**src/apfp_pkg.sv**
```systemverilog
// Shared types, character codes and constants for the ASCII position frame parser.
`default_nettype none

package apfp_pkg;

	localparam int ACC_W  = 24;	// decimal magnitude, saturates at MAG_CAP
	localparam int FRAC_W = 3;	// fraction digit count, up to six
	localparam int DEC_W  = 24;
	localparam int SEQ_W  = 32;
	localparam int DT_W   = 16;
	localparam int CNT_W  = 32;
	localparam int TDATA_W = 224;	// 217 payload bits padded to whole bytes

	localparam logic [ACC_W-1:0] MAG_CAP  = 24'h800000;
	localparam logic [DEC_W-1:0] MILLI_HI = 24'h7FFFFF;

	localparam logic [7:0] CH_TAB    = 8'h09;
	localparam logic [7:0] CH_LF     = 8'h0A;
	localparam logic [7:0] CH_VT     = 8'h0B;
	localparam logic [7:0] CH_FF     = 8'h0C;
	localparam logic [7:0] CH_CR     = 8'h0D;
	localparam logic [7:0] CH_SPACE  = 8'h20;
	localparam logic [7:0] CH_HASH   = 8'h23;
	localparam logic [7:0] CH_DOLLAR = 8'h24;
	localparam logic [7:0] CH_PLUS   = 8'h2B;
	localparam logic [7:0] CH_COMMA  = 8'h2C;
	localparam logic [7:0] CH_MINUS  = 8'h2D;
	localparam logic [7:0] CH_DOT    = 8'h2E;
	localparam logic [7:0] CH_ZERO   = 8'h30;
	localparam logic [7:0] CH_ONE    = 8'h31;
	localparam logic [7:0] CH_NINE   = 8'h39;
	localparam logic [7:0] CH_A      = 8'h41;
	localparam logic [7:0] CH_B      = 8'h42;
	localparam logic [7:0] CH_L      = 8'h4C;

	// Position within the line format.
	typedef enum logic [3:0] {
		FP_H_DOLLAR,
		FP_H_B,
		FP_H_A,
		FP_H_L1,
		FP_H_L2,
		FP_H_COMMA,
		FP_SEQ,
		FP_FLAG_FIRST,
		FP_FLAG_REST,
		FP_POS,
		FP_TARGET,
		FP_CONF,
		FP_DT,
		FP_DONE
	} fp_t;

	typedef struct packed {
		logic neg;
		logic sign;
		logic point;
		logic digit;
		logic used;
	} num_flags_t;

	typedef struct packed {
		logic [ACC_W-1:0]  acc;
		num_flags_t        flags;
		logic [FRAC_W-1:0] frac;
	} num_state_t;

	typedef struct packed {
		logic finish;	// terminating comma taken
		logic fail;		// character not allowed here
	} num_ctl_t;

	typedef struct packed {
		logic [CNT_W-1:0] lost_total;
		logic [CNT_W-1:0] seen_total;
		logic [CNT_W-1:0] frames_total;
		logic [DT_W-1:0]  interval_ms;
		logic [DEC_W-1:0] confidence_milli;
		logic [DEC_W-1:0] target_milli;
		logic [DEC_W-1:0] position_milli;
		logic             ball_seen;
		logic [SEQ_W-1:0] frame_number;
	} res_t;

	function automatic logic is_digit(input logic [7:0] b);
		return b inside {[CH_ZERO:CH_NINE]};
	endfunction

	function automatic logic [7:0] head_char(input fp_t fp);
		logic [7:0] c;
		case (fp)
			FP_H_DOLLAR: c = CH_DOLLAR;
			FP_H_B:      c = CH_B;
			FP_H_A:      c = CH_A;
			FP_H_L1:     c = CH_L;
			FP_H_L2:     c = CH_L;
			FP_H_COMMA:  c = CH_COMMA;
			default:     c = CH_COMMA;
		endcase
		return c;
	endfunction

endpackage

`default_nettype wire

```
**src/apfp_num_unit.sv**
```systemverilog
// Per-character decimal field step and fixed-point scaling of a finished field.
`default_nettype none

module apfp_num_unit #(
	parameter int FRACTION_DIGITS = 3
) (
	input  wire logic [7:0]               rx_byte,
	input  wire apfp_pkg::num_state_t     cur,
	output apfp_pkg::num_state_t          nxt,
	output apfp_pkg::num_ctl_t            ctl,
	output logic [apfp_pkg::DEC_W-1:0]    value
);

	localparam logic [apfp_pkg::FRAC_W-1:0] FRAC_MAX = apfp_pkg::FRAC_W'(FRACTION_DIGITS);

	always_comb begin : step
		logic leading;
		logic after_sign;
		logic blank;
		logic [27:0] prod;
		nxt        = cur;
		ctl        = '0;
		leading    = !(cur.flags.sign || cur.flags.point || cur.flags.digit);
		after_sign = cur.flags.sign && !(cur.flags.point || cur.flags.digit);
		blank      = rx_byte inside {apfp_pkg::CH_SPACE, apfp_pkg::CH_TAB,
			apfp_pkg::CH_VT, apfp_pkg::CH_FF};
		prod       = {4'b0, cur.acc} * 28'd10 + {24'b0, rx_byte[3:0]};
		if (apfp_pkg::is_digit(rx_byte)) begin
			nxt.flags.digit = 1'b1;
			nxt.flags.used  = 1'b1;
			// fraction digits past the kept places are dropped
			if (!cur.flags.point || cur.frac < FRAC_MAX) begin
				nxt.acc = (prod > {4'b0, apfp_pkg::MAG_CAP}) ? apfp_pkg::MAG_CAP : prod[23:0];
				if (cur.flags.point) nxt.frac = cur.frac + 1'b1;
			end
		end else if (rx_byte == apfp_pkg::CH_DOT && !cur.flags.point) begin
			nxt.flags.point = 1'b1;
			nxt.flags.used  = 1'b1;
		end else if (leading && blank) begin
			nxt.flags.used = 1'b1;
		end else if (leading && (rx_byte == apfp_pkg::CH_PLUS || rx_byte == apfp_pkg::CH_MINUS)) begin
			nxt.flags.sign = 1'b1;
			nxt.flags.used = 1'b1;
			nxt.flags.neg  = (rx_byte == apfp_pkg::CH_MINUS);
		end else if (rx_byte == apfp_pkg::CH_COMMA && (cur.flags.digit || !cur.flags.used)
				&& !after_sign) begin
			ctl.finish = 1'b1;
			nxt        = '0;
		end else begin
			ctl.fail = 1'b1;
		end
	end

	// Scale by ten to the number of fraction places not given. Saturating
	// once on the full product equals saturating after every factor of ten.
	always_comb begin : scale
		logic [apfp_pkg::FRAC_W-1:0] missing;
		logic [19:0] pow;
		logic [43:0] p;
		logic [apfp_pkg::ACC_W-1:0] mag;
		missing = FRAC_MAX - cur.frac;
		case (missing)
			3'd0:    pow = 20'd1;
			3'd1:    pow = 20'd10;
			3'd2:    pow = 20'd100;
			3'd3:    pow = 20'd1000;
			3'd4:    pow = 20'd10000;
			3'd5:    pow = 20'd100000;
			3'd6:    pow = 20'd1000000;
			default: pow = 20'd1;
		endcase
		p   = 44'(cur.acc) * 44'(pow);
		mag = (p > {20'b0, apfp_pkg::MAG_CAP}) ? apfp_pkg::MAG_CAP : p[23:0];
		if (cur.flags.neg) begin
			value = ~mag + 1'b1;
		end else begin
			value = (mag > apfp_pkg::MILLI_HI) ? apfp_pkg::MILLI_HI : mag;
		end
	end

endmodule

`default_nettype wire

```
**src/apfp_line_parser.sv**
```systemverilog
// Line state, held fields and frame counters; one received byte per fire.
`default_nettype none

module apfp_line_parser #(
	parameter int LINE_CAPACITY   = 128,
	parameter int FRACTION_DIGITS = 3
) (
	input  wire logic        clk,
	input  wire logic        arst_n,
	input  wire logic        fire,
	input  wire logic [7:0]  rx_byte,
	output logic             res_valid,
	output apfp_pkg::res_t   res
);

	localparam int LEN_W = $clog2(LINE_CAPACITY);
	localparam logic [LEN_W-1:0] LEN_MAX = LEN_W'(LINE_CAPACITY - 1);

	logic [LEN_W-1:0]            len_q, len_d;
	apfp_pkg::fp_t               fp_q, fp_d;
	logic                        failed_q, failed_d;
	apfp_pkg::num_state_t        num_q, num_d, num_nxt;
	apfp_pkg::num_ctl_t          num_ctl;
	logic [apfp_pkg::DEC_W-1:0]  num_value;
	logic [apfp_pkg::SEQ_W-1:0]  seq_q, seq_d;
	logic                        flag_q, flag_d;
	logic [apfp_pkg::DEC_W-1:0]  pos_q, pos_d, tgt_q, tgt_d, conf_q, conf_d;
	logic [apfp_pkg::DT_W-1:0]   dt_q, dt_d;
	logic [apfp_pkg::CNT_W-1:0]  frames_q, seen_q, lost_q;
	logic                        eol;
	logic                        digit;

	apfp_num_unit #(
		.FRACTION_DIGITS(FRACTION_DIGITS)
	) u_num (
		.rx_byte(rx_byte),
		.cur    (num_q),
		.nxt    (num_nxt),
		.ctl    (num_ctl),
		.value  (num_value)
	);

	assign eol   = (rx_byte == apfp_pkg::CH_LF) || (rx_byte == apfp_pkg::CH_CR);
	assign digit = apfp_pkg::is_digit(rx_byte);

	// next state
	always_comb begin
		len_d    = len_q;
		fp_d     = fp_q;
		failed_d = failed_q;
		num_d    = num_q;
		seq_d    = seq_q;
		flag_d   = flag_q;
		pos_d    = pos_q;
		tgt_d    = tgt_q;
		conf_d   = conf_q;
		dt_d     = dt_q;
		if (eol) begin
			if (len_q != '0) begin
				len_d    = '0;
				fp_d     = apfp_pkg::FP_H_DOLLAR;
				failed_d = 1'b0;
				num_d    = '0;
			end
		end else if (len_q < LEN_MAX) begin
			len_d = len_q + 1'b1;
			if (!failed_q) begin
				case (fp_q)
					apfp_pkg::FP_H_DOLLAR, apfp_pkg::FP_H_B, apfp_pkg::FP_H_A,
					apfp_pkg::FP_H_L1, apfp_pkg::FP_H_L2, apfp_pkg::FP_H_COMMA: begin
						if (rx_byte == apfp_pkg::head_char(fp_q)) begin
							fp_d = apfp_pkg::fp_t'(4'(fp_q) + 4'd1);
						end else begin
							failed_d = 1'b1;
						end
						if (fp_q == apfp_pkg::FP_H_DOLLAR) begin
							seq_d = '0;
							dt_d  = '0;
						end
					end
					apfp_pkg::FP_SEQ: begin
						if (digit) seq_d = (seq_q << 3) + (seq_q << 1) + {28'b0, rx_byte[3:0]};
						else if (rx_byte == apfp_pkg::CH_COMMA) fp_d = apfp_pkg::FP_FLAG_FIRST;
						else failed_d = 1'b1;
					end
					apfp_pkg::FP_FLAG_FIRST, apfp_pkg::FP_FLAG_REST: begin
						if (fp_q == apfp_pkg::FP_FLAG_FIRST) flag_d = (rx_byte == apfp_pkg::CH_ONE);
						if (digit) fp_d = apfp_pkg::FP_FLAG_REST;
						else if (rx_byte == apfp_pkg::CH_COMMA) fp_d = apfp_pkg::FP_POS;
						else failed_d = 1'b1;
					end
					apfp_pkg::FP_POS, apfp_pkg::FP_TARGET, apfp_pkg::FP_CONF: begin
						num_d = num_nxt;
						if (num_ctl.fail) failed_d = 1'b1;
						if (num_ctl.finish) begin
							case (fp_q)
								apfp_pkg::FP_POS: begin
									pos_d = num_value;
									fp_d  = apfp_pkg::FP_TARGET;
								end
								apfp_pkg::FP_TARGET: begin
									tgt_d = num_value;
									fp_d  = apfp_pkg::FP_CONF;
								end
								default: begin
									conf_d = num_value;
									fp_d   = apfp_pkg::FP_DT;
								end
							endcase
						end
					end
					apfp_pkg::FP_DT: begin
						if (digit) dt_d = (dt_q << 3) + (dt_q << 1) + {12'b0, rx_byte[3:0]};
						else if (rx_byte == apfp_pkg::CH_HASH) fp_d = apfp_pkg::FP_DONE;
						else failed_d = 1'b1;
					end
					apfp_pkg::FP_DONE: ;	// trailing bytes ignored
					default: failed_d = 1'b1;
				endcase
			end
		end else begin
			// overlong line: drop byte and start over
			len_d    = '0;
			fp_d     = apfp_pkg::FP_H_DOLLAR;
			failed_d = 1'b0;
			num_d    = '0;
		end
	end

	// result
	always_comb begin
		res_valid = fire && eol && (len_q != '0) && !failed_q && (fp_q == apfp_pkg::FP_DONE);
		res.frame_number     = seq_q;
		res.ball_seen        = flag_q;
		res.position_milli   = pos_q;
		res.target_milli     = tgt_q;
		res.confidence_milli = conf_q;
		res.interval_ms      = dt_q;
		res.frames_total     = frames_q + 1'b1;
		res.seen_total       = flag_q ? seen_q + 1'b1 : seen_q;
		res.lost_total       = flag_q ? lost_q : lost_q + 1'b1;
	end

	always_ff @(posedge clk or negedge arst_n) begin
		if (!arst_n) begin
			len_q    <= '0;
			fp_q     <= apfp_pkg::FP_H_DOLLAR;
			failed_q <= 1'b0;
			num_q    <= '0;
			seq_q    <= '0;
			flag_q   <= 1'b0;
			pos_q    <= '0;
			tgt_q    <= '0;
			conf_q   <= '0;
			dt_q     <= '0;
			frames_q <= '0;
			seen_q   <= '0;
			lost_q   <= '0;
		end else if (fire) begin
			len_q    <= len_d;
			fp_q     <= fp_d;
			failed_q <= failed_d;
			num_q    <= num_d;
			seq_q    <= seq_d;
			flag_q   <= flag_d;
			pos_q    <= pos_d;
			tgt_q    <= tgt_d;
			conf_q   <= conf_d;
			dt_q     <= dt_d;
			if (res_valid) begin
				frames_q <= res.frames_total;
				seen_q   <= res.seen_total;
				lost_q   <= res.lost_total;
			end
		end
	end

endmodule

`default_nettype wire

```
**src/ascii_position_frame_parser.sv**
```systemverilog
// Top level: input byte register, line parser and frame result register.
//
// Usage:
//  - Slave channel (s_tvalid/s_tready/s_tdata) takes one received byte per
//    transaction. Lines look like "$BALL,seq,flag,pos,target,conf,dt#" and are
//    closed by CR or LF; empty lines and failing lines produce nothing.
//  - Master channel (m_tvalid/m_tready/m_tdata) carries one transaction per
//    line that passes: the frame fields plus running frame/seen/lost counts.
//  - Throughput: one byte per cycle, sustained while no frame waits on m_tready. The
//    parser state update for a byte, including the saturating decimal scale, is combinational.
//  - Order: a byte sits in the input register until it is parsed; the frame for a
//    CR/LF enters the result register at the same edge that parses it and drives m_tvalid.
//  - Stall: while a frame waits on m_tready the input register holds; once it
//    is full s_tready drops until the result register frees up.
//  - Reset (arst_n low, asynchronous) clears the line state, held fields and
//    all counters; parsing restarts at the '$' of the header.
//  - A line that grows past LINE_CAPACITY-1 bytes is cut: the byte over the
//    limit is dropped and parsing starts over with the next byte.
`default_nettype none

module ascii_position_frame_parser #(
	parameter int LINE_CAPACITY   = 128,
	parameter int FRACTION_DIGITS = 3
) (
	input  wire logic                         clk,
	input  wire logic                         arst_n,
	input  wire logic                         s_tvalid,
	output logic                              s_tready,
	input  wire logic [7:0]                   s_tdata,	// [7:0] rx_byte
	output logic                              m_tvalid,
	input  wire logic                         m_tready,
	// [31:0] frame_number, [32] ball_seen, [56:33] position_milli,
	// [80:57] target_milli, [104:81] confidence_milli, [120:105] interval_ms,
	// [152:121] frames_total, [184:153] seen_total, [216:185] lost_total,
	// [223:217] zero
	output logic [apfp_pkg::TDATA_W-1:0]      m_tdata
);

	logic           valid_s1;
	logic [7:0]     byte_s1;
	logic           out_free;
	logic           fire;
	logic           res_valid;
	apfp_pkg::res_t res;
	logic           out_valid_q;
	apfp_pkg::res_t out_q;

	assign out_free = !out_valid_q || m_tready;
	assign fire     = valid_s1 && out_free;
	assign s_tready = !valid_s1 || out_free;

	// input register
	always_ff @(posedge clk or negedge arst_n) begin
		if (!arst_n) begin
			valid_s1 <= 1'b0;
		end else if (s_tready) begin
			valid_s1 <= s_tvalid;
		end
	end

	always_ff @(posedge clk) begin
		if (s_tvalid && s_tready) byte_s1 <= s_tdata;
	end

	apfp_line_parser #(
		.LINE_CAPACITY  (LINE_CAPACITY),
		.FRACTION_DIGITS(FRACTION_DIGITS)
	) u_parser (
		.clk      (clk),
		.arst_n   (arst_n),
		.fire     (fire),
		.rx_byte  (byte_s1),
		.res_valid(res_valid),
		.res      (res)
	);

	// result register
	always_ff @(posedge clk or negedge arst_n) begin
		if (!arst_n) begin
			out_valid_q <= 1'b0;
		end else if (out_free) begin
			out_valid_q <= res_valid;
		end
	end

	always_ff @(posedge clk) begin
		if (res_valid) out_q <= res;
	end

	assign m_tvalid = out_valid_q;
	assign m_tdata  = {7'b0, out_q};

	// frame count always splits into seen plus lost
	a_count_split: assert property (@(posedge clk) disable iff (!arst_n)
		m_tvalid |-> (out_q.frames_total == out_q.seen_total + out_q.lost_total))
		else $error("frame count does not equal seen plus lost");

	// input only backs up behind a stalled result
	a_stall_cause: assert property (@(posedge clk) disable iff (!arst_n)
		!s_tready |-> (m_tvalid && !m_tready))
		else $error("input stalled without a stalled result");

	// a new result always comes from a byte in the input register
	a_result_src: assert property (@(posedge clk) disable iff (!arst_n)
		$rose(m_tvalid) |-> $past(valid_s1))
		else $error("result appeared without a parsed byte");

endmodule

`default_nettype wire

```
**config.mk**
```make
export PLATFORM = sky130hd
export DESIGN_NAME = ascii_position_frame_parser
export DESIGN_NICKNAME = d
export VERILOG_FILES = /design/src/apfp_pkg.sv /design/src/apfp_num_unit.sv /design/src/apfp_line_parser.sv /design/src/ascii_position_frame_parser.sv
export SDC_FILE = /design/constraint.sdc
export NUM_CORES = 2
export LEC_CHECK = 0
export BUFFER_PORTS_ARGS = -buffer_cell sky130_fd_sc_hd__buf_2
export CAP_MARGIN = 40
export CORE_ASPECT_RATIO = 0.9
export CORE_MARGIN = 2
export CORE_UTILIZATION = 57
export DETAILED_ROUTE_END_ITERATION = 16
export GPL_ROUTABILITY_DRIVEN = 0
export PLACE_DENSITY = 0.76
export SLEW_MARGIN = 20
export SYNTH_ARGS = -nofsm -noshare
export SYNTH_HDL_FRONTEND = slang
export SYNTH_HIERARCHICAL = 1
export SYNTH_SLANG_ARGS = --single-unit
export TNS_END_PERCENT = 20
```
**constraint.sdc**
```tcl
create_clock -name clk -period 10.2 [get_ports clk]
set_input_delay 2.04 -clock clk [delete_from_list [all_inputs] [get_ports clk]]
set_output_delay 2.04 -clock clk [all_outputs]
set_load 0.005 [all_outputs]
```
After elaboration in Yosys (flattened, before gate mapping):

Cells that the tools add are included.

* register bits after elaboration: 488
* output and inout bits: 226

* add/subtract/negate cells: 13
* multiply operators: 2
* $lt $le $gt $ge: 7
* eq/ne operators: 60
* multiplexer cells: 77
* bitwise gates (word level): 4
* reductions and logical operators: 56

Operator list (count)
* $mux 32: 10
* $mux 24: 7
* $pmux 20 s6: 1
* $add 32x1->32 const B: 3
* $pmux 32 s2: 1
* $eq 8x6->1 const B: 7
* $mux 4: 12
* $gt 44x24->1 const B: 1
* $mul 24x20->44: 1
* $eq 8x4->1 const B: 5
* $ne 4x3->1 const B: 10
* $reduce_and 7->1: 5
* $add 32x32->32: 1
* $add 32x4->32: 1
* $mux 16: 2
* $mux 8: 4
* $pmux 16 s2: 1
* $add 28x4->28: 1
* $gt 28x24->1 const B: 1
* $mux 28: 1
* $pmux 7 s4: 1
* $mul 24x3->27 const B: 1
* $mux 26: 1
* $add 24x1->24 const B: 1
* other kinds (54): 140

Longest topological paths before layout:

* depth after elaboration: 15
* depth in mapped cells: 41
* depth with buffers taken out: 37

By module:

The synthesis kept the hierarchy.

By module, submodules not included
* apfp_num_unit: instances 1, cells an instance 2237, area an instance 18360.1 µm²
* apfp_line_parser: instances 1, cells an instance 1523, area an instance 15203.3 µm²
* ascii_position_frame_parser: instances 1, cells an instance 241, area an instance 6916.6 µm²

Least setup slack after synthesis:

No wires, ideal clock.

* path kind: register to register
* start: register u_parser/num_q[1] (netlist bit)
* end: register u_parser/pos_q[20] (netlist bit)
* library setup time: 125 ps
* data arrival time: 9480 ps
* required time: 10075 ps
* setup slack: 596 ps
* cell stages (with the launch flop): 39
* path buffers: 4
* period minus slack after synthesis: 9604 ps
* cells stage by stage: dfrtp_1 inv_1 ha_1 clkbuf_1 and2_1 clkbuf_1 or2_2 nor2_1 clkbuf_1 nor2b_1 fa_1 fa_1 fa_1 inv_1 fa_1 inv_1 fa_1 fa_1 (+3 left out) ha_1 buf_2 and4_1 and2_4 a2111oi_1 or4_1 nor4_1 o2111ai_1 a211oi_2 nand4_2 nor3_2 nand4_1 ha_1 nand3_1 nor3_1 a2111oi_0 a211oi_1 mux2_2

* longest elaborated chain between the ends: 9
* elaborated cells between the ends (all ways): 16
* those cells by class: add/sub: 2; mul: 1; order compare: 2; eq/ne: 6; mux: 4; bitwise: 1

RTL lines
* start, declared: line apfp_line_parser.sv:22 `apfp_pkg::num_state_t num_q, num_d, num_nxt;`
* start signal, assigned: line apfp_line_parser.sv:163 `num_q <= num_d;`
* $sub 2x3->3 (*): line apfp_num_unit.sv:61 `missing = FRAC_MAX - cur.frac;`
* $eq 3x3->1, or another cell as far along: line apfp_num_unit.sv:62 `case (missing)`
* $pmux 20 s6 (*): line apfp_num_unit.sv:62
* $mul 24x20->44 (*): line apfp_num_unit.sv:72 `p = 44'(cur.acc) * 44'(pow);`
* $gt 44x24->1: line apfp_num_unit.sv:73 `mag = (p > {20'b0, apfp_pkg::MAG_CAP}) ? apfp_pkg::MAG_CAP : p[23:0];`
* $mux 24 (*): line apfp_num_unit.sv:73
* $gt 24x23->1 or $not 24->24 (tied branches): line apfp_num_unit.sv:77, apfp_num_unit.sv:75
* $mux 24 or $add 24x1->24 (tied branches): line apfp_num_unit.sv:77, apfp_num_unit.sv:75
* $mux 24 (*): line apfp_num_unit.sv:74 `if (cur.flags.neg) begin`
* via u_parser.num_value (one bit): line apfp_line_parser.sv:24 `logic [apfp_pkg::DEC_W-1:0] num_value;`
* end signal, assigned: line apfp_line_parser.sv:166 `pos_q <= pos_d;`
* end, declared: line apfp_line_parser.sv:27 `logic [apfp_pkg::DEC_W-1:0] pos_q, pos_d, tgt_q, tgt_d, conf_q, conf_d;`

The timed path passes the listed nets; every way through them passes the cells marked *.
A chain may end at the register's enable or synchronous reset.

Worst setup path after layout:

* start: register u_parser/num_q[1] (netlist bit)
* end: register u_parser/tgt_q[20] (netlist bit)

* longest elaborated chain between the ends: 9
* elaborated cells between the ends (all ways): 16
* those cells by class: add/sub: 2; mul: 1; order compare: 2; eq/ne: 6; mux: 4; bitwise: 1

RTL lines
* $sub 2x3->3 (*): line apfp_num_unit.sv:61
* $eq 3x3->1, or another cell as far along: line apfp_num_unit.sv:62
* $pmux 20 s6 (*): line apfp_num_unit.sv:62
* $mul 24x20->44 (*): line apfp_num_unit.sv:72
* $gt 44x24->1: line apfp_num_unit.sv:73
* $mux 24 (*): line apfp_num_unit.sv:73
* $gt 24x23->1 or $not 24->24 (tied branches): line apfp_num_unit.sv:77, apfp_num_unit.sv:75
* $mux 24 or $add 24x1->24 (tied branches): line apfp_num_unit.sv:77, apfp_num_unit.sv:75
* $mux 24 (*): line apfp_num_unit.sv:74
* via u_parser.num_value (one bit): line apfp_line_parser.sv:24
* end signal, assigned: line apfp_line_parser.sv:167 `tgt_q <= tgt_d;`
* end, declared: line apfp_line_parser.sv:27

Marks and branches as above.

==> results.toml <==
[pwr]
p_seq_frac = 0.374
switching_share = 0.320
pwr-share-clk = 0.355
design_power_total_mw = 5.73
p_comb_frac = 0.271
ir_drop_v = 0.000157
powerDensity_mw_per_mm2 = 128
leakage_nw = 22.4
netSwitchingPower_mw = 1.84
p_int_mw = 3.90

[synthesis]
synth_area_leader_cell = "fa_1"
syn_area_per_cell_um2 = 10.1
synthArstFlopShare = 0.539
yosysSeqAreaShare = 0.329
netlist.area_leader.share = 0.173
yosysWarnings = 6
ys_seq_elements = 488
synth_area_mm2 = 0.0405
synth_edf_count = 225
synth_cell_types = 107
synth_top_flop_cell = "dfrtp_1"
netlist_top_cells_area = "fa_1, edfxtp_1, dfrtp_1, ha_1, inv_1"
synth_cells = 4001

[grt]
grt_max_degree = 112
antenna_found_initial = 0
grt_pass1_wl_mm = 157
grt_use_total = 0.265
grt_pass1_vias = 29532
overflow = 0

[job]
drv_cap = 0

[sta]
fin_crit_ns = 9.75
finalCritPeriodShare = 0.956
grt_setup_unrepaired = "false"
skew_ns = 0.0519
worst_pin_slew_ns = 0.889
setup_violations = 0
fmax_ghz = 0.103
hold_viol_final = 0
relSlewSlack = 0.407
timing.setup.tns_ns = 0
maxSlewViolCount = 0
whs_ns = 0.440
fin_ws_ns = 0.450

[setup_path]
startpoint_type = "register"
cp_slowest_stage_delay_ns = 0.55
end_kind = "register"
crit_top_cell = "fa_1"
worstPathRequired_ns = 10.69
cp_max_fo = 27
cp.arrival_ns = 10.24
slowest_stage = "fa_1"
critical_path_class = "register to register"

[placement]
port_buffers = 230
place_ws_ns = 0.265
placed_cell_area_mm2 = 0.0427
place_inst = 5073
dpl.hpwl_mm = 73.1

[cells_and_area]
layout-drive-gt1-share = 0.129
final_cells = 5172
n_fill_cell = 5570
final_common_cell = "inv_1"
final_util = 0.637
fin_nets = 4872
design_area_mm2 = 0.0447
antenna_cells = 0
area_delta_synth_final_pct = 10.4
final_cell_mix = "inv_1, nand2_1, fa_1"

[die]
row_count = 92
initial_core_util = 0.576
die_h_um = 257
die_w_um = 285
io_pins = 238
core_mm2 = 0.0702
die-area_mm2 = 0.0732

[cts]
cts_buffer_depth = 3
cts_root_buf = "clkbuf_16"
path_clk_slew_ns = 0.06
cts_buffers = 51
ctsHoldBuffers = 0
cts_tree = "yes"
clock_sinks = 488
htree_levels = 2
clkLatencyLatePin_ns = 0.61

[outcome]
status = "finished clean"

[drt]
dr_total_vias = 30044
viasPerCell = 5.81
dr.pass1.iters = 6
wl_per_cell_um = 18.6
routed_wl_mm = 96.0
drc_errors = 0
drt_iter0_drc = 2608
drtAntennaViolNets = 0

[min_path]
hold_path.class = "register to register"
-- cells by family (layout without fill, tap and decap cells) --
family	count (synthesis)	in the layout	share of synthesized area
compound gates	601	601	0.0988
xor+xnor	296	296	0.0640
fa+ha+maj	671	671	0.272
buf+inv	630	855	0.0610
flops	488	488	0.329
mux	90	90	0.0248
other cells	1	7	0.0000926
simple gates	1224	1224	0.150
-- synthesized netlist by cell type, types with 77 or more instances --
library cell / instances
fa_1: 350
edfxtp_1: 225
and2_1: 102
a21oi_1: 114
dfrtp_1: 263
clkbuf_1: 123
ha_1: 321
mux2_2: 78
inv_1: 454
nand3_1: 77
nand2_1: 451
o21ai_0: 173
xnor2_1: 151
xor2_1: 145
nor2_1: 205
-- layer usage --
layer | vias to the layer above | global-route usage | wire length [um]
li1 | 13912 | - | -
met1 | 14844 | 0.380 | 42000
met2 | 1120 | 0.414 | 44100
met3 | 168 | 0.0430 | 6950
met4 | 0 | 0.0823 | 2880
met5 | - | 0 | 0
-- final timing paths --
| kind | startpoint | end | slack, ns | cells after the start |
|---|---|---|---|---|
| setup / recovery | u_parser/num_q[1] | u_parser/tgt_q[20] | 0.45 | 36 |
| hold / removal | u_parser/conf_q[8] | m_tdata[89] | 0.44 | 0 |
| setup reg to reg | u_parser/num_q[1] | u_parser/tgt_q[20] | 0.45 | 36 |
| hold reg to reg | u_parser/conf_q[8] | m_tdata[89] | 0.44 | 0 |
| max in group asynchronous | arst_n | u_parser/tgt_q[15] | 7.05 | 4 |
| min in group asynchronous | arst_n | u_parser/dt_q[9] | 1.37 | 1 |
-- final cells by class --
type	instances	area, um2	area share
inverter	455	1720	0.0384
clock buffer	68	1480	0.0330
tap	940	1180	0.0263
timing repair buffer	304	1810	0.0405
sequential	488	13300	0.298
clock inverter	28	409	0.00915
multi-input combinational	2889	24800	0.554
-- state kept, by name, summed over array words and instances (netlist names) --
name / count
byte_s1: 8
m_tdata: 217
m_tvalid: 1
u_parser/conf_q: 24
u_parser/dt_q: 16
u_parser/failed_q: 1
u_parser/flag_q: 1
u_parser/fp_q: 4
u_parser/frames_q: 32
u_parser/len_q: 7
u_parser/lost_q: 32
u_parser/num_q: 32
u_parser/pos_q: 24
u_parser/seen_q: 32
u_parser/seq_q: 32
u_parser/tgt_q: 24
valid_s1: 1
-- what timing repair did --
item                                    CTS  global route
gates resized for setup                   0            16
setup buffers                             0             1
endpoints found under the setup margin    0            36
-- power groups by stage --
stage	logic [mW]	clock network, mW	registers (mW)
floorplan	1.14	0	2.15
global placement	1.49	0	2.18
detailed placement	1.52	0	2.18
CTS	1.52	2.08	2.14
global route	1.72	2.15	2.15
finish	1.55	2.04	2.14
-- critical path: cells and delay by family (launching register included) --
kind / cells / cell delay [ns]
flip-flops: 1 / 0.41
AND/OR/NAND/NOR: 10 / 2.01
AO/OA/AOI/OAI: 6 / 1.60
adder cells (fa/ha/maj): 10 / 4.35
multiplexers: 1 / 0.30
XOR/XNOR: 1 / 0.14
buffers and inverters: 8 / 0.86
Power figures use the tool's default switching activity.
